==> config.mk <==
export PLATFORM = sky130hd
export DESIGN_NAME = wvhs_div_stage
export DESIGN_NICKNAME = d
export VERILOG_FILES = /design/src/design/wvhs_pkg.sv /design/src/design/wvhs_div_stage.sv
export SDC_FILE = /design/constraint.sdc
export NUM_CORES = 1
export LEC_CHECK = 0
export ABC_AREA = 1
export ABC_CLOCK_PERIOD_IN_PS = 2920
export BUFFER_PORTS_ARGS = -buffer_cell sky130_fd_sc_hd__buf_2
export CELL_PAD_IN_SITES_DETAIL_PLACEMENT = 0
export CELL_PAD_IN_SITES_GLOBAL_PLACEMENT = 2
export CORE_ASPECT_RATIO = 1.75
export CORE_MARGIN = 3
export CORE_UTILIZATION = 29
export DETAILED_ROUTE_END_ITERATION = 16
export GPL_TIMING_DRIVEN = 0
export PLACE_DENSITY = 0.92
export REMOVE_ABC_BUFFERS = 1
export SLEW_MARGIN = 40
export SYNTH_ARGS = -nofsm -noshare
export SYNTH_HDL_FRONTEND = slang
export SYNTH_SLANG_ARGS = --single-unit
==> constraint.sdc <==
create_clock -name clk -period 2.92 [get_ports clk]
set_input_delay 0.876 -clock clk [delete_from_list [all_inputs] [get_ports clk]]
set_output_delay 0.876 -clock clk [all_outputs]
set_load 0.005 [all_outputs]
==> src/design/wvhs_pkg.sv <==
package wvhs_pkg;

    localparam int ANG_W        = 21;
    localparam int VEC_W        = 35;
    localparam int PROD_W       = 52;
    localparam int CORDIC_STEPS = 16;
    localparam int QUOT_W       = 24;

    localparam logic signed [ANG_W-1:0] ANG_PI      = 21'sd205887;
    localparam logic signed [ANG_W-1:0] ANG_HALF_PI = 21'sd102944;
    localparam logic signed [16:0]      INV_GAIN    = 17'sd39797;
    localparam logic [15:0]             THRESH_RESET = 16'd26;
    localparam logic signed [16:0]      PROJ_MAX    = 17'sd65535;
    localparam logic signed [16:0]      PROJ_MIN    = -17'sd65536;
    localparam logic signed [23:0]      CURV_MAX    = 24'sd8388607;
    localparam logic signed [23:0]      CURV_MIN    = -24'sd8388608;

    typedef struct packed {
        logic signed [15:0] heading;
        logic signed [31:0] pos_x;
        logic signed [31:0] pos_y;
        logic [47:0]        stamp;
    } meta_t;

    typedef struct packed {
        logic [15:0]        spd;
        logic signed [16:0] tan;
        logic               neg;
        logic               do_div;
        logic               ovf;
    } tail_t;

    function automatic logic signed [ANG_W-1:0] atan_lut(input int unsigned idx);
        case (idx)
            0:       return 21'sd51472;
            1:       return 21'sd30386;
            2:       return 21'sd16055;
            3:       return 21'sd8150;
            4:       return 21'sd4091;
            5:       return 21'sd2047;
            6:       return 21'sd1024;
            7:       return 21'sd512;
            8:       return 21'sd256;
            9:       return 21'sd128;
            10:      return 21'sd64;
            11:      return 21'sd32;
            12:      return 21'sd16;
            13:      return 21'sd8;
            14:      return 21'sd4;
            default: return 21'sd2;
        endcase
    endfunction

    // gain-corrected product: round half up at bit 32, clamp to 17 bits
    function automatic logic signed [16:0] sat_proj(input logic signed [PROD_W-1:0] p);
        logic signed [PROD_W:0] s;
        logic signed [20:0]     sh;
        s  = {p[PROD_W-1], p} + (53'sd1 <<< 31);
        sh = s[PROD_W:32];
        if (sh > 21'sd65535)
            return PROJ_MAX;
        else if (sh < -21'sd65536)
            return PROJ_MIN;
        else
            return sh[16:0];
    endfunction

endpackage

==> src/design/wvhs_div_stage.sv <==
module wvhs_div_stage (
    input  logic                          clk,
    input  logic                          en,
    input  logic [31:0]                   rem_in,
    input  logic [wvhs_pkg::QUOT_W-1:0]   q_in,
    input  logic [31:0]                   s2_in,
    output logic [31:0]                   rem_out,
    output logic [wvhs_pkg::QUOT_W-1:0]   q_out,
    output logic [31:0]                   s2_out
);
    import wvhs_pkg::*;

    logic [32:0]        t;
    logic [31:0]        rem_next, rem_reg, s2_reg;
    logic [QUOT_W-1:0]  q_next, q_reg;

    assign t = {rem_in, 1'b0};

    // restoring step; remainder stays below the divisor
    always_comb
    begin
        if (t >= {1'b0, s2_in})
        begin
            rem_next = 32'(t - {1'b0, s2_in});
            q_next   = {q_in[QUOT_W-2:0], 1'b1};
        end
        else
        begin
            rem_next = t[31:0];
            q_next   = {q_in[QUOT_W-2:0], 1'b0};
        end
    end

    always_ff @(posedge clk)
    begin
        if (en)
        begin
            rem_reg <= rem_next;
            q_reg   <= q_next;
            s2_reg  <= s2_in;
        end
    end

    assign rem_out = rem_reg;
    assign q_out   = q_reg;
    assign s2_out  = s2_reg;

endmodule

==> results_dict.tcl <==
set metrics [dict create \
    status "finished clean" \
    synthCells 740 \
    boundaryPins 178 \
    synthAdderAreaFrac_pct 7.24 \
    grt-ovfl-total 0 \
    clk_pin_slew_ns 0.07 \
    worstPathMaxFanout 17 \
    n_antenna_cell 0 \
    hold_viol_final 0 \
    placement_rows 67 \
    dieWidth_um 113 \
    layout.nets 1045 \
    rsz0062_at_grt "false" \
    finalWirelength_um 18100 \
    vias 5086 \
    area_delta_synth_final_pct 26.4 \
    cts_buffers 9 \
    period_share_pct 93.8 \
    core_um2 19400 \
    synth_top_family_by_area "simple AND/OR/NAND/NOR gates" \
    ctsHoldBuffers 0 \
    worstSetupEndpointType "flip-flop" \
    drt_iter0_markers 215 \
    start_util_pct 29.9 \
    power_uw 3670 \
    ys_warn_count 0 \
    htreeDepth 3 \
    period_minus_slack_ns 2.74 \
    drv_cap 0 \
    wl_per_cell_um 15.5 \
    antenna_found_initial 0 \
    pre_cts_ws_ns -0.628 \
    seq_area_frac_synth_pct 45.5 \
    n_fill_cell 2078 \
    required_ns 3.02 \
    die_y_um 193 \
    setup_viol 0 \
    drive_above_1_share_pct 24.1 \
    p_leak_uw 0.00390 \
    ant_nets 0 \
    clk_path_buf_depth 2 \
    arrival_ns 2.84 \
    design_area_um2 7340 \
    synth.distinct_cells 24 \
    cts_tree "done" \
    grt_max_degree 63 \
    max_freq_ghz 0.365 \
    tightestPinTransition_ns 0.362 \
    crit_path_start_kind "input pin" \
    grt_pass1_wl_um 27200 \
    placed_area_um2 6980 \
    finalSetupTns_ns 0 \
    p_per_area_nw_per_um2 501 \
    vdd_drop_max_v 0.000226 \
    syn_area_um2 5810 \
    synthSimpleGateAreaFrac_pct 31.8 \
    root_buffer "clkbuf_16" \
    maxSlewViolCount 0 \
    portBuffers 176 \
    dp_hpwl_um 14600 \
    syn_area_per_cell_um2 7.85 \
    setup_slack_ns 0.181 \
    worstSetupPathType "in -> reg" \
    viasPerCell 4.35 \
    grt_use_total_pct 16.4 \
    max-slew-margin-rel_pct 75.8 \
    hold_class "in -> reg" \
    endpoint "rem_out[0]" \
    ys_ff_latch 88 \
    first_pass_iters 4 \
    worstHoldPathCells 1 \
    synth_xor_xnor_area_share_pct 2.11 \
    route.detailed.drc 0 \
    gp_congestion 0.919 \
    grt_pass1_vias 5252 \
    synth-compound-area-share_pct 2.24 \
    crit_start "s2_in[28]" \
    synthMuxAreaShare_pct 0 \
    clock-sinks 88 \
    die_area_um2 21800 \
]
## cells in the mapped netlist, drive strengths merged
cell    count  area share (%)
a21o        2            0.26
a21oi      22             1.9
and2        8            0.86
buf        10             1.3
edfxtp     88              45
fa          1            0.34
ha         32             6.9
inv       151             9.8
nand2     282              19
nand3      68             7.1
nand3b      9             1.2
nand4       4            0.43
nor2       39             2.6
nor3        9            0.95
o21ai       1           0.086
xnor2       1            0.15
xor2       13             2.0
## cells in the final DEF (no fill, tap or decap), drive strengths merged
cell type / netlist / layout
nand3: 68 / 68
clkinvlp: 0 / 1
xnor2: 1 / 1
o21ai: 1 / 1
nand3b: 9 / 9
xor2: 13 / 13
nor2: 39 / 39
inv: 151 / 154
nand4: 4 / 4
a21oi: 22 / 22
a21o: 2 / 2
nand2: 282 / 283
nor3: 9 / 9
clkbuf: 0 / 9
buf: 10 / 180
fa: 1 / 1
and2: 8 / 8
clkinv: 0 / 3
ha: 32 / 32
edfxtp: 88 / 88
## logic make-up after synthesis
group                      Yosys count
AOI/OAI and AO/OA                   25
xor gates and xnor gates            14
adders and majority gates           33
buffers and inverters              161
DFF                                 88
and+or+nand+nor                    419
## worst min-delay path by stage
stage	from	to	slack, ns
after floorplan	q_in[9]	q_out[10]	0.97
after global placement	q_in[14]	q_out[15]	1.05
after detailed placement	q_in[4]	q_out[5]	1.05
after CTS	q_in[20]	q_out[21]	0.68
after global routing	q_in[22]	q_out[23]	0.67
final	q_in[15]	q_out[16]	0.69
## through the flow
step | std cells | hold WS [ns] | util (%)
after CTS | 1167 | 0.678 | 37.6
after global placement | 1147 | 1.05 | 35.5
after global routing | 1168 | 0.675 | 37.7
final | 1168 | 0.693 | 37.7
after detailed placement | 1149 | 1.05 | 35.9
after floorplan | 730 | 0.975 | -
## flip-flops by register name, summed over array words and instances (netlist names)
signal   count
q_out       24
rem_out     32
s2_out      32
## layer usage
metal | up-vias | GRT usage, % | part of all wire (%) | wire (um)
li1 | 2689 | - | - | -
met1 | 2276 | 14.1 | 32 | 5850
met2 | 97 | 34.8 | 62 | 11100
met3 | 24 | 2.34 | 2.8 | 509
met4 | 0 | 7.53 | 3.3 | 595
met5 | - | 0 | 0 | 0
## critical path, cell delays in order
cell and delay (ns):
buf_2 0.08, inv_1 0.04, ha_1 0.33, a21oi_1 0.33, nand2_1 0.15, a21oi_1 0.16
nand2_1 0.11, nor2_4 0.29, buf_4 0.23, buf_16 0.16, a21oi_1 0.07
## area by class of cell
type,instances,area (um2),area share (%)
flip-flops and latches,88,2640,36.0
multi-input cells,492,2560,34.9
repair buffers,180,970,13.2
inverters,151,567,7.72
well taps,241,302,4.11
clock buffers,9,225,3.07
clock inverters,7,75.1,1.02
## what timing repair did
| action | in CTS | in global routing |
|---|---|---|
| resized for setup | 1 | 3 |
| setup endpoints to repair | 32 | 31 |
| pin swaps | 1 | 1 |
| buffers inserted | 2 | 0 |
| cloned | 0 | 1 |
## power by group
group / internal, uW / switching, uW / leakage (uW)
clock network: 605 / 564 / 0.000144
logic: 357 / 571 / 0.00290
registers: 1550 / 25.7 / 0.000861
total: 2510 / 1160 / 0.00390
Power figures use the tool's default switching activity.
