--- src/design/wvhs_pkg.sv ---
package wvhs_pkg;

    localparam int ANG_W        = 21;
    localparam int VEC_W        = 35;
    localparam int PROD_W       = 52;
    localparam int CORDIC_STEPS = 16;
    localparam int QUOT_W       = 24;

    localparam logic signed [ANG_W-1:0] ANG_PI      = 21'sd205887;
    localparam logic signed [ANG_W-1:0] ANG_HALF_PI = 21'sd102944;
    localparam logic signed [16:0]      INV_GAIN    = 17'sd39797;
    localparam logic [15:0]             THRESH_RESET = 16'd26;
    localparam logic signed [16:0]      PROJ_MAX    = 17'sd65535;
    localparam logic signed [16:0]      PROJ_MIN    = -17'sd65536;
    localparam logic signed [23:0]      CURV_MAX    = 24'sd8388607;
    localparam logic signed [23:0]      CURV_MIN    = -24'sd8388608;

    typedef struct packed {
        logic signed [15:0] heading;
        logic signed [31:0] pos_x;
        logic signed [31:0] pos_y;
        logic [47:0]        stamp;
    } meta_t;

    typedef struct packed {
        logic [15:0]        spd;
        logic signed [16:0] tan;
        logic               neg;
        logic               do_div;
        logic               ovf;
    } tail_t;

    function automatic logic signed [ANG_W-1:0] atan_lut(input int unsigned idx);
        case (idx)
            0:       return 21'sd51472;
            1:       return 21'sd30386;
            2:       return 21'sd16055;
            3:       return 21'sd8150;
            4:       return 21'sd4091;
            5:       return 21'sd2047;
            6:       return 21'sd1024;
            7:       return 21'sd512;
            8:       return 21'sd256;
            9:       return 21'sd128;
            10:      return 21'sd64;
            11:      return 21'sd32;
            12:      return 21'sd16;
            13:      return 21'sd8;
            14:      return 21'sd4;
            default: return 21'sd2;
        endcase
    endfunction

    // gain-corrected product: round half up at bit 32, clamp to 17 bits
    function automatic logic signed [16:0] sat_proj(input logic signed [PROD_W-1:0] p);
        logic signed [PROD_W:0] s;
        logic signed [20:0]     sh;
        s  = {p[PROD_W-1], p} + (53'sd1 <<< 31);
        sh = s[PROD_W:32];
        if (sh > 21'sd65535)
            return PROJ_MAX;
        else if (sh < -21'sd65536)
            return PROJ_MIN;
        else
            return sh[16:0];
    endfunction

endpackage

--- src/design/wvhs_cordic_stage.sv ---
module wvhs_cordic_stage #(
    parameter int SHIFT = 0
) (
    input  logic                               clk,
    input  logic                               en,
    input  logic signed [wvhs_pkg::VEC_W-1:0]  x_in,
    input  logic signed [wvhs_pkg::VEC_W-1:0]  y_in,
    input  logic signed [wvhs_pkg::ANG_W-1:0]  z_in,
    output logic signed [wvhs_pkg::VEC_W-1:0]  x_out,
    output logic signed [wvhs_pkg::VEC_W-1:0]  y_out,
    output logic signed [wvhs_pkg::ANG_W-1:0]  z_out
);
    import wvhs_pkg::*;

    localparam logic signed [ANG_W-1:0] ATAN = atan_lut(SHIFT);

    logic signed [VEC_W-1:0] dx, dy, x_next, y_next, x_reg, y_reg;
    logic signed [ANG_W-1:0] z_next, z_reg;

    assign dx = x_in >>> SHIFT;
    assign dy = y_in >>> SHIFT;

    always_comb
    begin
        if (z_in >= 0)
        begin
            x_next = x_in - dy;
            y_next = y_in + dx;
            z_next = z_in - ATAN;
        end
        else
        begin
            x_next = x_in + dy;
            y_next = y_in - dx;
            z_next = z_in + ATAN;
        end
    end

    always_ff @(posedge clk)
    begin
        if (en)
        begin
            x_reg <= x_next;
            y_reg <= y_next;
            z_reg <= z_next;
        end
    end

    assign x_out = x_reg;
    assign y_out = y_reg;
    assign z_out = z_reg;

endmodule

--- config.mk ---
export PLATFORM = sky130hd
export DESIGN_NAME = wvhs_cordic_stage
export DESIGN_NICKNAME = d
export VERILOG_FILES = /design/src/design/wvhs_pkg.sv /design/src/design/wvhs_cordic_stage.sv
export SDC_FILE = /design/constraint.sdc
export NUM_CORES = 1
export LEC_CHECK = 0
export ABC_CLOCK_PERIOD_IN_PS = 11900
export BUFFER_PORTS_ARGS = -buffer_cell sky130_fd_sc_hd__buf_2
export CAP_MARGIN = 0
export CORE_MARGIN = 5
export CORE_UTILIZATION = 55
export CTS_BUF_LIST = sky130_fd_sc_hd__clkbuf_16
export CTS_CLUSTER_SIZE = 12
export DETAILED_ROUTE_END_ITERATION = 8
export PLACE_DENSITY = 0.8
export RECOVER_POWER = 25
export SLEW_MARGIN = 20
export SYNTH_ARGS = -nofsm -noshare
export SYNTH_HDL_FRONTEND = slang
export SYNTH_SLANG_ARGS = --single-unit
export TNS_END_PERCENT = 30
--- constraint.sdc ---
create_clock -name clk -period 11.9 [get_ports clk]
set_input_delay 2.975 -clock clk [delete_from_list [all_inputs] [get_ports clk]]
set_output_delay 2.975 -clock clk [all_outputs]
set_load 0.05 [all_outputs]
==> flow_metrics.tcl <==
set metrics [dict create \
    status "complete, but fails checks" \
    violations "capacitance limit, slew limit" \
    numPortBuffers 183 \
    hold_path_class "in -> reg" \
    fin_tns_setup_ns 0 \
    viasPerCell 5.96 \
    stdcell_count 1438 \
    drt_iter0_drc 812 \
    die-area_um2 19400 \
    gp_congestion 0.993 \
    grt_pass1_wl_mm 41.7 \
    synth.area.top_cells "edfxtp_1 (29%), ha_1 (16%), a21oi_1 (7.8%)" \
    cts_setup_buffers 0 \
    syn_nets 1275 \
    yosysWarnings 0 \
    wl_per_cell_um 18.4 \
    hpwl_mm 20.5 \
    multiInputGateArea_um2 5850 \
    vias 8575 \
    cts_inserted_buffers 9 \
    initial_core_util_pct 55.7 \
    period_minus_slack_ns 6.13 \
    dp.cells 1421 \
    dr.pass1.iters 5 \
    cts_hold_buf 0 \
    cts_tree "yes" \
    cp.arrival_ns 6.23 \
    path_cells "buf_2 > buf_4 > inv_2 > buf_4 > ha_1 > a21oi_1 > nor2b_1 > nor2_1 > o21ai_1 > a41oi_1 > a211oi_1 > o21a_1 > o2111ai_1 > o211ai_1" \
    slew_headroom_pct -53.4 \
    startpoint_type "input pin" \
    drv_cap 1 \
    synth-simple-area-share_pct 11.2 \
    grt_overflow_total 0 \
    worst-path-buf-inv 4 \
    io_pins 184 \
    power_density_nw_per_um2 129 \
    row_count 47 \
    grt_setup_unrepaired "no" \
    routed_wl_mm 26.5 \
    clock_sinks 90 \
    worst_path_most_repeated_cell "buf_4" \
    core_area_um2 16500 \
    crit_slowest_cell "buf_4" \
    cts_resized 0 \
    final_common_cell "buf_2" \
    dieWidth_um 139 \
    syn_to_final_growth_pct 13.7 \
    synth.distinct_cells 75 \
    drive_above_1_share_pct 16.9 \
    grt_max_degree 75 \
    worstPathRequired_ns 12.00 \
    synth_xor_area_share_pct 7.42 \
    final_core_util_pct 63.4 \
    hold_viol 0 \
    fin_crit_sh_pct 51.5 \
    remaining_drc_errors 0 \
    cts.clk_slew.worst_paths_ns 0.07 \
    synth.area.mux_share_pct 2.19 \
    final_cell_mix "buf_2 (158), a21oi_1 (144), ha_1 (117)" \
    holdWs_ns 2.79 \
    yosysSeqAreaShare_pct 29.4 \
    synth_top_family_by_area "compound AO/OA/AOI/OAI gates" \
    async_flop_share_pct 0 \
    crit_family "compound AO/OA/AOI/OAI gates" \
    tightest_slew_ns 2.30 \
    critPathKind "in -> reg" \
    cp_max_fo 74 \
    synth_compound_area_share_pct 26.0 \
    syn_avg_cell_area_um2 8.68 \
    ys_ff_latch 90 \
    p_leak_nw 4.65 \
    die_h_um 139 \
    htree_levels 3 \
    grt_pass1_vias 8237 \
    track_usage_pct 26.0 \
    drv_slew 41 \
    ys.flop_type "edfxtp_1" \
    num-fill-cells 1473 \
    cpPeakStageDelay_ns 0.71 \
    yosys.area.top_type "edfxtp_1" \
    setup_viol 0 \
    netlist.area_leader.share_pct 29.4 \
    syn_area_um2 9210 \
    critPathCaptureType "flip-flop" \
    antenna_found_initial 0 \
    layout.nets 1426 \
    synth-edff-count 90 \
    clock_path_buffers 2 \
    clock.fmax_ghz 0.163 \
    syn_inst 1061 \
    synthAdderAreaFrac_pct 16.8 \
    peakVddDrop_mv 0.0745 \
    ctsRootBufferMaster "clkbuf_16" \
    area.sequential_um2 2700 \
    drtAntennaViolNets 0 \
]
==> per-layer routing <==
layer | routed length, µm | part of all wire, % | track usage [%]
met3 | 2330 | 8.8 | 4.46
met5 | 0 | 0 | 0
met4 | 711 | 2.7 | 8.60
met2 | 12100 | 46 | 42.8
met1 | 11300 | 43 | 34.9
==> metrics by stage <==
step | instance area (µm²) | setup slack (ns) | power (mW)
after global placement | 10200 | 5.55 | 1.05
after global routing | 10500 | 5.49 | 1.41
final | 10500 | 5.77 | 1.35
after floorplan | 9210 | 5.68 | 0.901
after CTS | 10500 | 5.80 | 1.35
after detailed placement | 10200 | 5.43 | 1.05
==> logic make-up after synthesis <==
| group | count (synthesis) |
|---|---|
| compound gates | 380 |
| fa+ha+maj | 121 |
| flops | 90 |
| xor+xnor | 78 |
| buf+inv | 162 |
| simple gates | 210 |
| mux | 20 |
==> power breakdown <==
| group | switching, mW | internal [mW] |
|---|---|---|
| registers | 0.0145 | 0.420 |
| logic | 0.441 | 0.179 |
| clock network | 0.129 | 0.163 |
| total | 0.585 | 0.762 |
==> final timing paths <==
path | startpoint | endpoint | slack (ns) | cells past startpoint
min | z_in[3] | z_out[3] | 2.79 | 1
max | z_in[20] | z_out[19] | 5.77 | 14
==> layout make-up <==
| class | count | share of cell area, % |
|---|---|---|
| Clock buffer | 9 | 2.15 |
| Clock inverter | 7 | 0.657 |
| Timing Repair Buffer | 186 | 8.66 |
| Tap cell | 220 | 2.63 |
| Antenna cell | 1 | 0.0239 |
| Multi-Input combinational cell | 809 | 55.9 |
| Sequential cell | 90 | 25.8 |
| Inverter | 116 | 4.16 |
==> cell usage after synthesis, drive strengths merged, types with 3 or more instances <==
| library cell | number |
|---|---|
| a21oi | 146 |
| ha | 117 |
| inv | 114 |
| o21ai | 92 |
| edfxtp | 90 |
| xnor2 | 71 |
| nor2 | 69 |
| nand2 | 40 |
| o21bai | 40 |
| buf | 32 |
| nor3 | 21 |
| mux2i | 19 |
| a21o | 18 |
| nand3 | 18 |
| nor2b | 15 |
| clkbuf | 14 |
| nand4 | 10 |
| a31oi | 9 |
| o211ai | 9 |
| o21a | 9 |
| o31ai | 9 |
| a211oi | 8 |
| nand2b | 8 |
| xor2 | 7 |
| a211o | 6 |
| a221oi | 6 |
| nor4 | 6 |
| and2 | 4 |
| and4 | 4 |
| fa | 4 |
| or2 | 4 |
| or3 | 4 |
| a2111o | 3 |
| a41oi | 3 |
==> state kept, by name, indices dropped and copies added, names as in the netlist <==
signal,flops
y_out,34
z_out,21
x_out,35
(Power assumes the default switching activity.)
