===== config.mk =====
export PLATFORM = sky130hd
export DESIGN_NAME = wvhs_sqrt_stage
export DESIGN_NICKNAME = d
export VERILOG_FILES = /design/src/design/wvhs_pkg.sv /design/src/design/wvhs_sqrt_stage.sv
export SDC_FILE = /design/constraint.sdc
export NUM_CORES = 1
export LEC_CHECK = 0
export BUFFER_PORTS_ARGS = -buffer_cell sky130_fd_sc_hd__buf_2
export CAP_MARGIN = 20
export CELL_PAD_IN_SITES_DETAIL_PLACEMENT = 0
export CELL_PAD_IN_SITES_GLOBAL_PLACEMENT = 1
export CORE_MARGIN = 2
export CORE_UTILIZATION = 44
export DETAILED_ROUTE_END_ITERATION = 10
export PLACE_DENSITY_LB_ADDON = 0.1
export SYNTH_ARGS = -nofsm -noshare
export SYNTH_HDL_FRONTEND = slang
export SYNTH_SLANG_ARGS = --single-unit

===== constraint.sdc =====
create_clock -name clk -period 7.75 [get_ports clk]
set_input_delay 0.3875 -clock clk [delete_from_list [all_inputs] [get_ports clk]]
set_output_delay 0.3875 -clock clk [all_outputs]
set_load 0.01 [all_outputs]

===== src/design/wvhs_pkg.sv =====
package wvhs_pkg;

    localparam int ANG_W        = 21;
    localparam int VEC_W        = 35;
    localparam int PROD_W       = 52;
    localparam int CORDIC_STEPS = 16;
    localparam int QUOT_W       = 24;

    localparam logic signed [ANG_W-1:0] ANG_PI      = 21'sd205887;
    localparam logic signed [ANG_W-1:0] ANG_HALF_PI = 21'sd102944;
    localparam logic signed [16:0]      INV_GAIN    = 17'sd39797;
    localparam logic [15:0]             THRESH_RESET = 16'd26;
    localparam logic signed [16:0]      PROJ_MAX    = 17'sd65535;
    localparam logic signed [16:0]      PROJ_MIN    = -17'sd65536;
    localparam logic signed [23:0]      CURV_MAX    = 24'sd8388607;
    localparam logic signed [23:0]      CURV_MIN    = -24'sd8388608;

    typedef struct packed {
        logic signed [15:0] heading;
        logic signed [31:0] pos_x;
        logic signed [31:0] pos_y;
        logic [47:0]        stamp;
    } meta_t;

    typedef struct packed {
        logic [15:0]        spd;
        logic signed [16:0] tan;
        logic               neg;
        logic               do_div;
        logic               ovf;
    } tail_t;

    function automatic logic signed [ANG_W-1:0] atan_lut(input int unsigned idx);
        case (idx)
            0:       return 21'sd51472;
            1:       return 21'sd30386;
            2:       return 21'sd16055;
            3:       return 21'sd8150;
            4:       return 21'sd4091;
            5:       return 21'sd2047;
            6:       return 21'sd1024;
            7:       return 21'sd512;
            8:       return 21'sd256;
            9:       return 21'sd128;
            10:      return 21'sd64;
            11:      return 21'sd32;
            12:      return 21'sd16;
            13:      return 21'sd8;
            14:      return 21'sd4;
            default: return 21'sd2;
        endcase
    endfunction

    // gain-corrected product: round half up at bit 32, clamp to 17 bits
    function automatic logic signed [16:0] sat_proj(input logic signed [PROD_W-1:0] p);
        logic signed [PROD_W:0] s;
        logic signed [20:0]     sh;
        s  = {p[PROD_W-1], p} + (53'sd1 <<< 31);
        sh = s[PROD_W:32];
        if (sh > 21'sd65535)
            return PROJ_MAX;
        else if (sh < -21'sd65536)
            return PROJ_MIN;
        else
            return sh[16:0];
    endfunction

endpackage


===== src/design/wvhs_sqrt_stage.sv =====
module wvhs_sqrt_stage #(
    parameter int K = 0
) (
    input  logic        clk,
    input  logic        en,
    input  logic [32:0] n_in,
    input  logic [32:0] r_in,
    output logic [32:0] n_out,
    output logic [32:0] r_out
);
    import wvhs_pkg::*;

    // one result bit per stage, test bit walks down by powers of four
    localparam logic [32:0] BIT = 33'd1 << (30 - 2 * K);

    logic [32:0] trial, n_next, r_next, n_reg, r_reg;

    assign trial = r_in + BIT;

    always_comb
    begin
        if (n_in >= trial)
        begin
            n_next = n_in - trial;
            r_next = (r_in >> 1) + BIT;
        end
        else
        begin
            n_next = n_in;
            r_next = r_in >> 1;
        end
    end

    always_ff @(posedge clk)
    begin
        if (en)
        begin
            n_reg <= n_next;
            r_reg <= r_next;
        end
    end

    assign n_out = n_reg;
    assign r_out = r_reg;

endmodule


==> results.py, run 1 <==
metrics = {
    "run_status": {
        "status": "completed",
    },
    "layout": {
        "fin_util": 0.5478,
        "layout_commonest_cell": "buf_2",
        "mostFrequentLayoutCells": "133 x buf_2, 66 x edfxtp_1, 41 x inv_1, 35 x ha_1, 30 x a21oi_1",
        "drive_gt1_frac": 0.3370,
        "layout.nets": 639,
        "num_antenna_cells": 0,
        "areaGrowthSynthToFinish_pct": 20.24,
    },
    "clock_tree": {
        "cts_hold_buf": 0,
        "cts_buffers": 9,
        "cts_tree": "yes",
        "cts_buffer_depth": 2,
        "htree_levels": 3,
        "postCtsSetupRepairBufs": 0,
        "post_cts_resize_count": 0,
        "root_buffer": "clkbuf_8",
        "cts_sinks": 66,
        "path_clk_slew_ns": 0.07,
    },
    "detailed_routing": {
        "wl_microns": 10480,
        "drc": 0,
        "ant_nets": 0,
        "num_vias": 3507,
        "viasPerCell": 5.211,
        "wl_per_cell_microns": 15.58,
        "dr.pass1.iters": 4,
        "drt_iter0_markers": 110,
    },
    "setup_path": {
        "crit_type": "in -> reg",
        "cp_top_family": "compound AO/OA/AOI/OAI gates",
        "crit_path_cell_trace": "buf_2 > inv_1 > ha_1 > a21oi_1 > nor2_1 > a211oi_1 > a311o_1 > o211ai_2 > o221ai_2 > o21ba_2 > buf_4 > mux2_2",
        "endpoint_kind": "flop",
        "cp_slowest_cell": "buf_4",
        "max_stage_delay_ns": 0.51,
        "path_depth": 12,
        "cp_data_required_time_ns": 7.86,
        "cp.arrival_ns": 3.61,
        "start_kind": "input pin",
        "path_buf_inv": 3,
        "cp_max_fo": 28,
    },
    "timing": {
        "setup_violations": 0,
        "finalHoldViolations": 0,
        "period_minus_slack_ns": 3.500,
        "finalMaxSlewViolations": 0,
        "tns_ns": 0,
        "worstMarginPinSlew_ns": 0.7761,
        "fin_crit_sh": 0.4517,
        "max_slew_margin": 0.4758,
        "max_freq_mhz": 285.7,
        "rsz0062_at_grt": "no",
    },
    "hold_path": {
        "hold_path_class": "in -> reg",
        "min_to": "r_out[28]",
        "hp-start": "r_in[29]",
        "hold_path_depth": 1,
    },
    "grt": {
        "first_global_vias": 3431,
        "grt_pass1_wl_microns": 16860,
        "grt_start_max_net_pins": 36,
        "antenna_found_initial": 0,
        "grt_overflow": 0,
        "grt_usage": 0.1940,
    },
    "floorplan": {
        "initial_core_util": 0.4556,
        "io_pins": 134,
        "chipHeight_microns": 105.1,
        "rows": 36,
        "dieWidth_microns": 105.1,
        "fp.dieArea_sq_um": 11040,
        "coreArea_sq_um": 9864,
    },
    "yosys": {
        "ys_seq_elements": 66,
        "syn_avg_cell_area_sq_um": 11.26,
        "synth_edf_count": 66,
        "synth_cell_type_count": 56,
        "syn_area_sq_um": 4494,
        "synthCells": 399,
        "synth_top_family_by_area": "compound AO/OA/AOI/OAI gates",
        "synthMuxAreaShare": 0.1063,
        "synth_compound_area_frac": 0.1361,
        "yosys.area_share.simple": 0.1002,
        "synth_xor_area_frac": 0.06041,
        "ys.flop_type": "edfxtp_1",
        "synthAdderAreaFrac": 0.1019,
        "async_reset_ff_frac": 0,
        "ys.warnings.count": 0,
        "ys_seq_area_frac": 0.4410,
        "synthesis.nets": 503,
    },
    "power": {
        "p_per_area_nw_per_um2": 193.4,
        "p_leak_nw": 2.507,
        "ir_drop_mv": 0.08066,
    },
    "placement": {
        "dp.final_hpwl_microns": 8179,
        "gp_congestion": 0.8795,
        "io_buffers": 133,
    },
    "run": {
        "drv_cap": 0,
    },
}
==> synthesized netlist by cell type, types with 6 or more instances <==
library cell | count | area, sq um
nand3_1 | 9 | 45.04
a31oi_1 | 6 | 37.54
xnor2_1 | 18 | 157.7
xor2_1 | 13 | 113.9
mux2_2 | 6 | 67.56
nand2_1 | 28 | 105.1
nand4_1 | 8 | 50.05
nor2_1 | 13 | 48.80
clkbuf_1 | 6 | 22.52
a21oi_1 | 30 | 150.1
a21o_1 | 11 | 82.58
ha_1 | 35 | 437.9
edfxtp_1 | 66 | 1982
inv_1 | 41 | 153.9
o21ai_0 | 14 | 70.07
mux2_4 | 24 | 360.4
==> registers in the layout, summed over array words and instances (netlist names) <==
register	count
r_out	33
n_out	33
==> layer usage <==
metal  up-vias  GRT usage  share of wire
li1       1752          -              -
met1      1636     0.2648           0.48
met2       109     0.3071           0.45
met3        10    0.03868          0.056
met4         0    0.06667          0.012
met5         -          0              0
==> how the worst max path moves through the flow <==
stage | from | to | slack [ns]
after floorplan | r_in[12] | n_out[10] | 4.72
after global placement | n_in[3] | n_out[32] | 4.09
after detailed placement | r_in[16] | n_out[5] | 3.93
after CTS | r_in[16] | n_out[5] | 4.30
after global routing | r_in[16] | n_out[5] | 4.05
final | r_in[16] | n_out[5] | 4.25
==> kinds of logic (layout without fill, tap and decap cells) <==
family,after synthesis,after routing
AOI/OAI and AO/OA,92,92
and+or+nand+nor,88,88
DFF,66,66
buffers and inverters,51,192
adders and majority gates,36,36
muxes,35,35
xor gates and xnor gates,31,31
==> metrics by stage <==
step           setup slack (ns)  power [mW]  std cells  area (sq um)  hold slack [ns]
2_1_floorplan             4.719      0.7081        399          4494           0.4864
3_3_place_gp              4.095      0.8068        657          5253           0.5793
3_5_place_dp              3.926      0.8089        657          5253           0.5823
4_1_cts                   4.298       1.054        673          5404           0.2061
5_1_grt                   4.046       1.102        673          5404           0.2059
6_report                  4.250       1.045        673          5404           0.2184
==> area by class of cell <==
class	count	area (sq um)
clock buffer	10	127.6
multi-input combinational	282	2270
fill	919	4461
sequential	66	1982
clock inverter	6	23.77
inverter	41	153.9
tap	133	166.4
timing repair buffer	135	680.7
==> report_power, final <==
part / switching (mW) / internal [mW]
Combinational: 0.180 / 0.162
Clock: 0.135 / 0.110
Sequential: 0.0108 / 0.448
Total: 0.325 / 0.720
Note: power is estimated with default switching activity, not from simulation.
==> run 2, diff against run 1 <==
--- a/config.mk
+++ b/config.mk
@@ -5,12 +5,13 @@
 export SDC_FILE = /design/constraint.sdc
 export NUM_CORES = 1
 export LEC_CHECK = 0
+export ABC_AREA = 1
 export BUFFER_PORTS_ARGS = -buffer_cell sky130_fd_sc_hd__buf_2
 export CAP_MARGIN = 20
 export CELL_PAD_IN_SITES_DETAIL_PLACEMENT = 0
 export CELL_PAD_IN_SITES_GLOBAL_PLACEMENT = 1
 export CORE_MARGIN = 2
-export CORE_UTILIZATION = 44
+export CORE_UTILIZATION = 35
 export DETAILED_ROUTE_END_ITERATION = 10
 export PLACE_DENSITY_LB_ADDON = 0.1
 export SYNTH_ARGS = -nofsm -noshare
==> constraint.sdc (replaced) <==
create_clock -name clk -period 3.21 [get_ports clk]
set_input_delay 0.1605 -clock clk [delete_from_list [all_inputs] [get_ports clk]]
set_output_delay 0.1605 -clock clk [all_outputs]
set_load 0.01 [all_outputs]
==> run 2 against run 1 <==
Effect of this change:
- critical path depth is 1 higher
- area after synthesis is 20% higher
- hold slack worse by 0.21 ns
- non-clock buffer count is 19 higher
- die area is 48% higher
- cell count is 65% higher
- count of clock-buffer cells in the layout is 2 higher
- via count is 43% higher
- largest cell class unchanged
- largest power group unchanged
==> results.py, run 2 <==
metrics = {
    "floorplan": {
        "rows": 45,
        "dieWidth_microns": 127.9,
        "io_pins": 134,
        "initial_core_util": 0.3561,
        "fp.dieArea_sq_um": 16360,
        "coreArea_sq_um": 15090,
        "chipHeight_microns": 127.9,
    },
    "clock_tree": {
        "postCtsSetupRepairBufs": 0,
        "cts_buffer_depth": 2,
        "path_clk_slew_ns": 0.06,
        "cts_tree": "yes",
        "htree_levels": 3,
        "root_buffer": "clkbuf_16",
        "cts_buffers": 9,
        "cts_sinks": 66,
    },
    "detailed_routing": {
        "drc": 0,
        "viasPerCell": 4.501,
        "wl_microns": 16130,
        "wl_per_cell_microns": 14.49,
        "dr.pass1.iters": 4,
        "drt_iter0_markers": 280,
        "ant_nets": 0,
        "num_vias": 5010,
    },
    "yosys": {
        "syn_avg_cell_area_sq_um": 7.025,
        "synthTopCellsByCount": "301 x nand2_1, 161 x inv_1, 66 x edfxtp_1",
        "yosysMostFrequentCell": "nand2_1",
        "synth_top_area_cell": "edfxtp_1",
        "async_reset_ff_frac": 0,
        "synthAdderAreaFrac": 0.08522,
        "synth_xor_area_frac": 0.02608,
        "yosys.area_share.simple": 0.3641,
        "ys_top_cells_by_area": "edfxtp_1 37%, nand2_1 21%, inv_1 11%",
        "synth_top_area_frac": 0.3688,
        "ys.flop_type": "edfxtp_1",
        "ys_seq_area_frac": 0.3688,
        "synthCells": 765,
        "synthMuxAreaShare": 0,
        "synth_compound_area_frac": 0.02747,
        "synthesis.nets": 869,
        "synth_edf_count": 66,
        "syn_area_sq_um": 5374,
        "ys_seq_elements": 66,
        "synth_top_family_by_area": "simple AND/OR/NAND/NOR gates",
        "ys.warnings.count": 0,
        "synth_cell_type_count": 30,
    },
    "timing": {
        "fin_crit_sh": 0.8060,
        "setup_violations": 0,
        "finalHoldViolations": 0,
        "rsz0062_at_grt": "no",
        "tns_ns": 0,
        "worstMarginPinSlew_ns": 0.8926,
        "max_freq_mhz": 386.5,
        "max_slew_margin": 0.4049,
        "finalMaxSlewViolations": 0,
        "period_minus_slack_ns": 2.587,
    },
    "placement": {
        "gp_congestion": 0.8409,
        "io_buffers": 133,
        "dp.final_hpwl_microns": 12730,
    },
    "setup_path": {
        "crit_type": "in -> reg",
        "endpoint_kind": "flop",
        "start_kind": "input pin",
        "cp_data_required_time_ns": 3.29,
        "cp_max_fo": 37,
        "cp.arrival_ns": 2.67,
    },
    "layout": {
        "layout.nets": 1024,
        "num_antenna_cells": 0,
        "layout_commonest_cell": "nand2_1",
        "areaGrowthSynthToFinish_pct": 23.73,
        "seq_area_sq_um": 1982,
        "mostFrequentLayoutCells": "301 x nand2_1, 161 x inv_1, 133 x buf_2, 66 x edfxtp_1, 56 x nand3_1",
        "fin_util": 0.4406,
        "drive_gt1_frac": 0.1892,
        "multi_input_area_sq_um": 2703,
        "fillers": 1660,
    },
    "grt": {
        "antenna_found_initial": 0,
        "grt_usage": 0.2003,
        "grt_overflow": 0,
        "first_global_vias": 4858,
        "grt_pass1_wl_microns": 24880,
        "grt_start_max_net_pins": 67,
    },
    "hold_path": {
        "hold_path_class": "in -> reg",
    },
    "power": {
        "p_leak_nw": 3.672,
        "ir_drop_mv": 0.2384,
        "p_per_area_nw_per_um2": 443.3,
    },
    "run": {
        "drv_cap": 0,
    },
    "run_status": {
        "status": "completed",
    },
}
==> run 2: cell count changes after synthesis, sizes merged, moves of 7 or more <==
| cell | change |
|---|---|
| a21o | -11 |
| nand3 | +58 |
| inv | +121 |
| xnor2 | -16 |
| nand3b | +9 |
| mux2 | -30 |
| a21oi | -7 |
| nand4 | -7 |
| nor2 | +29 |
| o21ai | -12 |
| nand2 | +279 |
==> run 2: repair_timing <==
item,in CTS,in global routing
resized for setup,0,0
hold buffers,17,0
hold endpoints to repair,17,0
==> run 2: area by class of cell <==
class,instances,area share
multi-input cells,527,0.4065
flip-flops and latches,66,0.2981
clock inverters,4,0.002823
inverters,162,0.09146
well taps,188,0.03538
clock buffers,12,0.03557
repair buffers,154,0.1302
==> run 2: critical path: stages <==
cell,delay [ns]
dlygate4sd3_1,0.52
buf_2,0.11
inv_1,0.04
ha_1,0.35
nand2_1,0.13
nor2_1,0.19
nand3_1,0.13
nand3_2,0.14
nand2_2,0.07
nand2_2,0.09
nand2_4,0.24
nand2_8,0.36
o21ai_0,0.13
==> run 2: metrics by stage <==
step | setup slack, ns | area, sq um | hold slack (ns) | power [mW] | cells
floorplan | 1.220 | 5374 | 0.2594 | 1.739 | 765
global placement | 0.6268 | 6223 | 0.3521 | 2.050 | 1080
detailed placement | 0.5480 | 6223 | 0.3533 | 2.059 | 1080
CTS | 0.5772 | 6649 | 0.0006392 | 2.987 | 1113
global route | 0.3387 | 6649 | 0.004476 | 3.134 | 1113
finish | 0.6228 | 6649 | 0.01046 | 2.947 | 1113
==> run 2: worst paths after layout <==
path                     start         to  slack, ns  depth (start not counted)
worst max-delay path   r_in[5]   n_out[0]       0.62                         13
worst min-delay path  r_in[29]  r_out[28]       0.01                          1
==> run 2: power breakdown <==
part	leakage, nW	internal [mW]	total, mW	switching, mW
clock network	0.128	0.517	0.897	0.380
registers	0.645	1.09	1.11	0.0239
logic	2.90	0.338	0.940	0.602
total	3.67	1.94	2.95	1.01
==> run 2: layer usage <==
| metal | global-route usage | up-vias | part of all wire |
|---|---|---|---|
| li1 | - | 2682 | - |
| met1 | 0.2801 | 2217 | 0.51 |
| met2 | 0.3177 | 100 | 0.44 |
| met3 | 0.03339 | 11 | 0.040 |
| met4 | 0.06206 | 0 | 0.011 |
| met5 | 0 | - | 0 |
==> run 2: kinds of logic after synthesis <==
| group | count (synthesis) |
|---|---|
| simple gates | 447 |
| flops | 66 |
| compound gates | 28 |
| xor+xnor | 16 |
| buf+inv | 172 |
| fa+ha+maj | 36 |
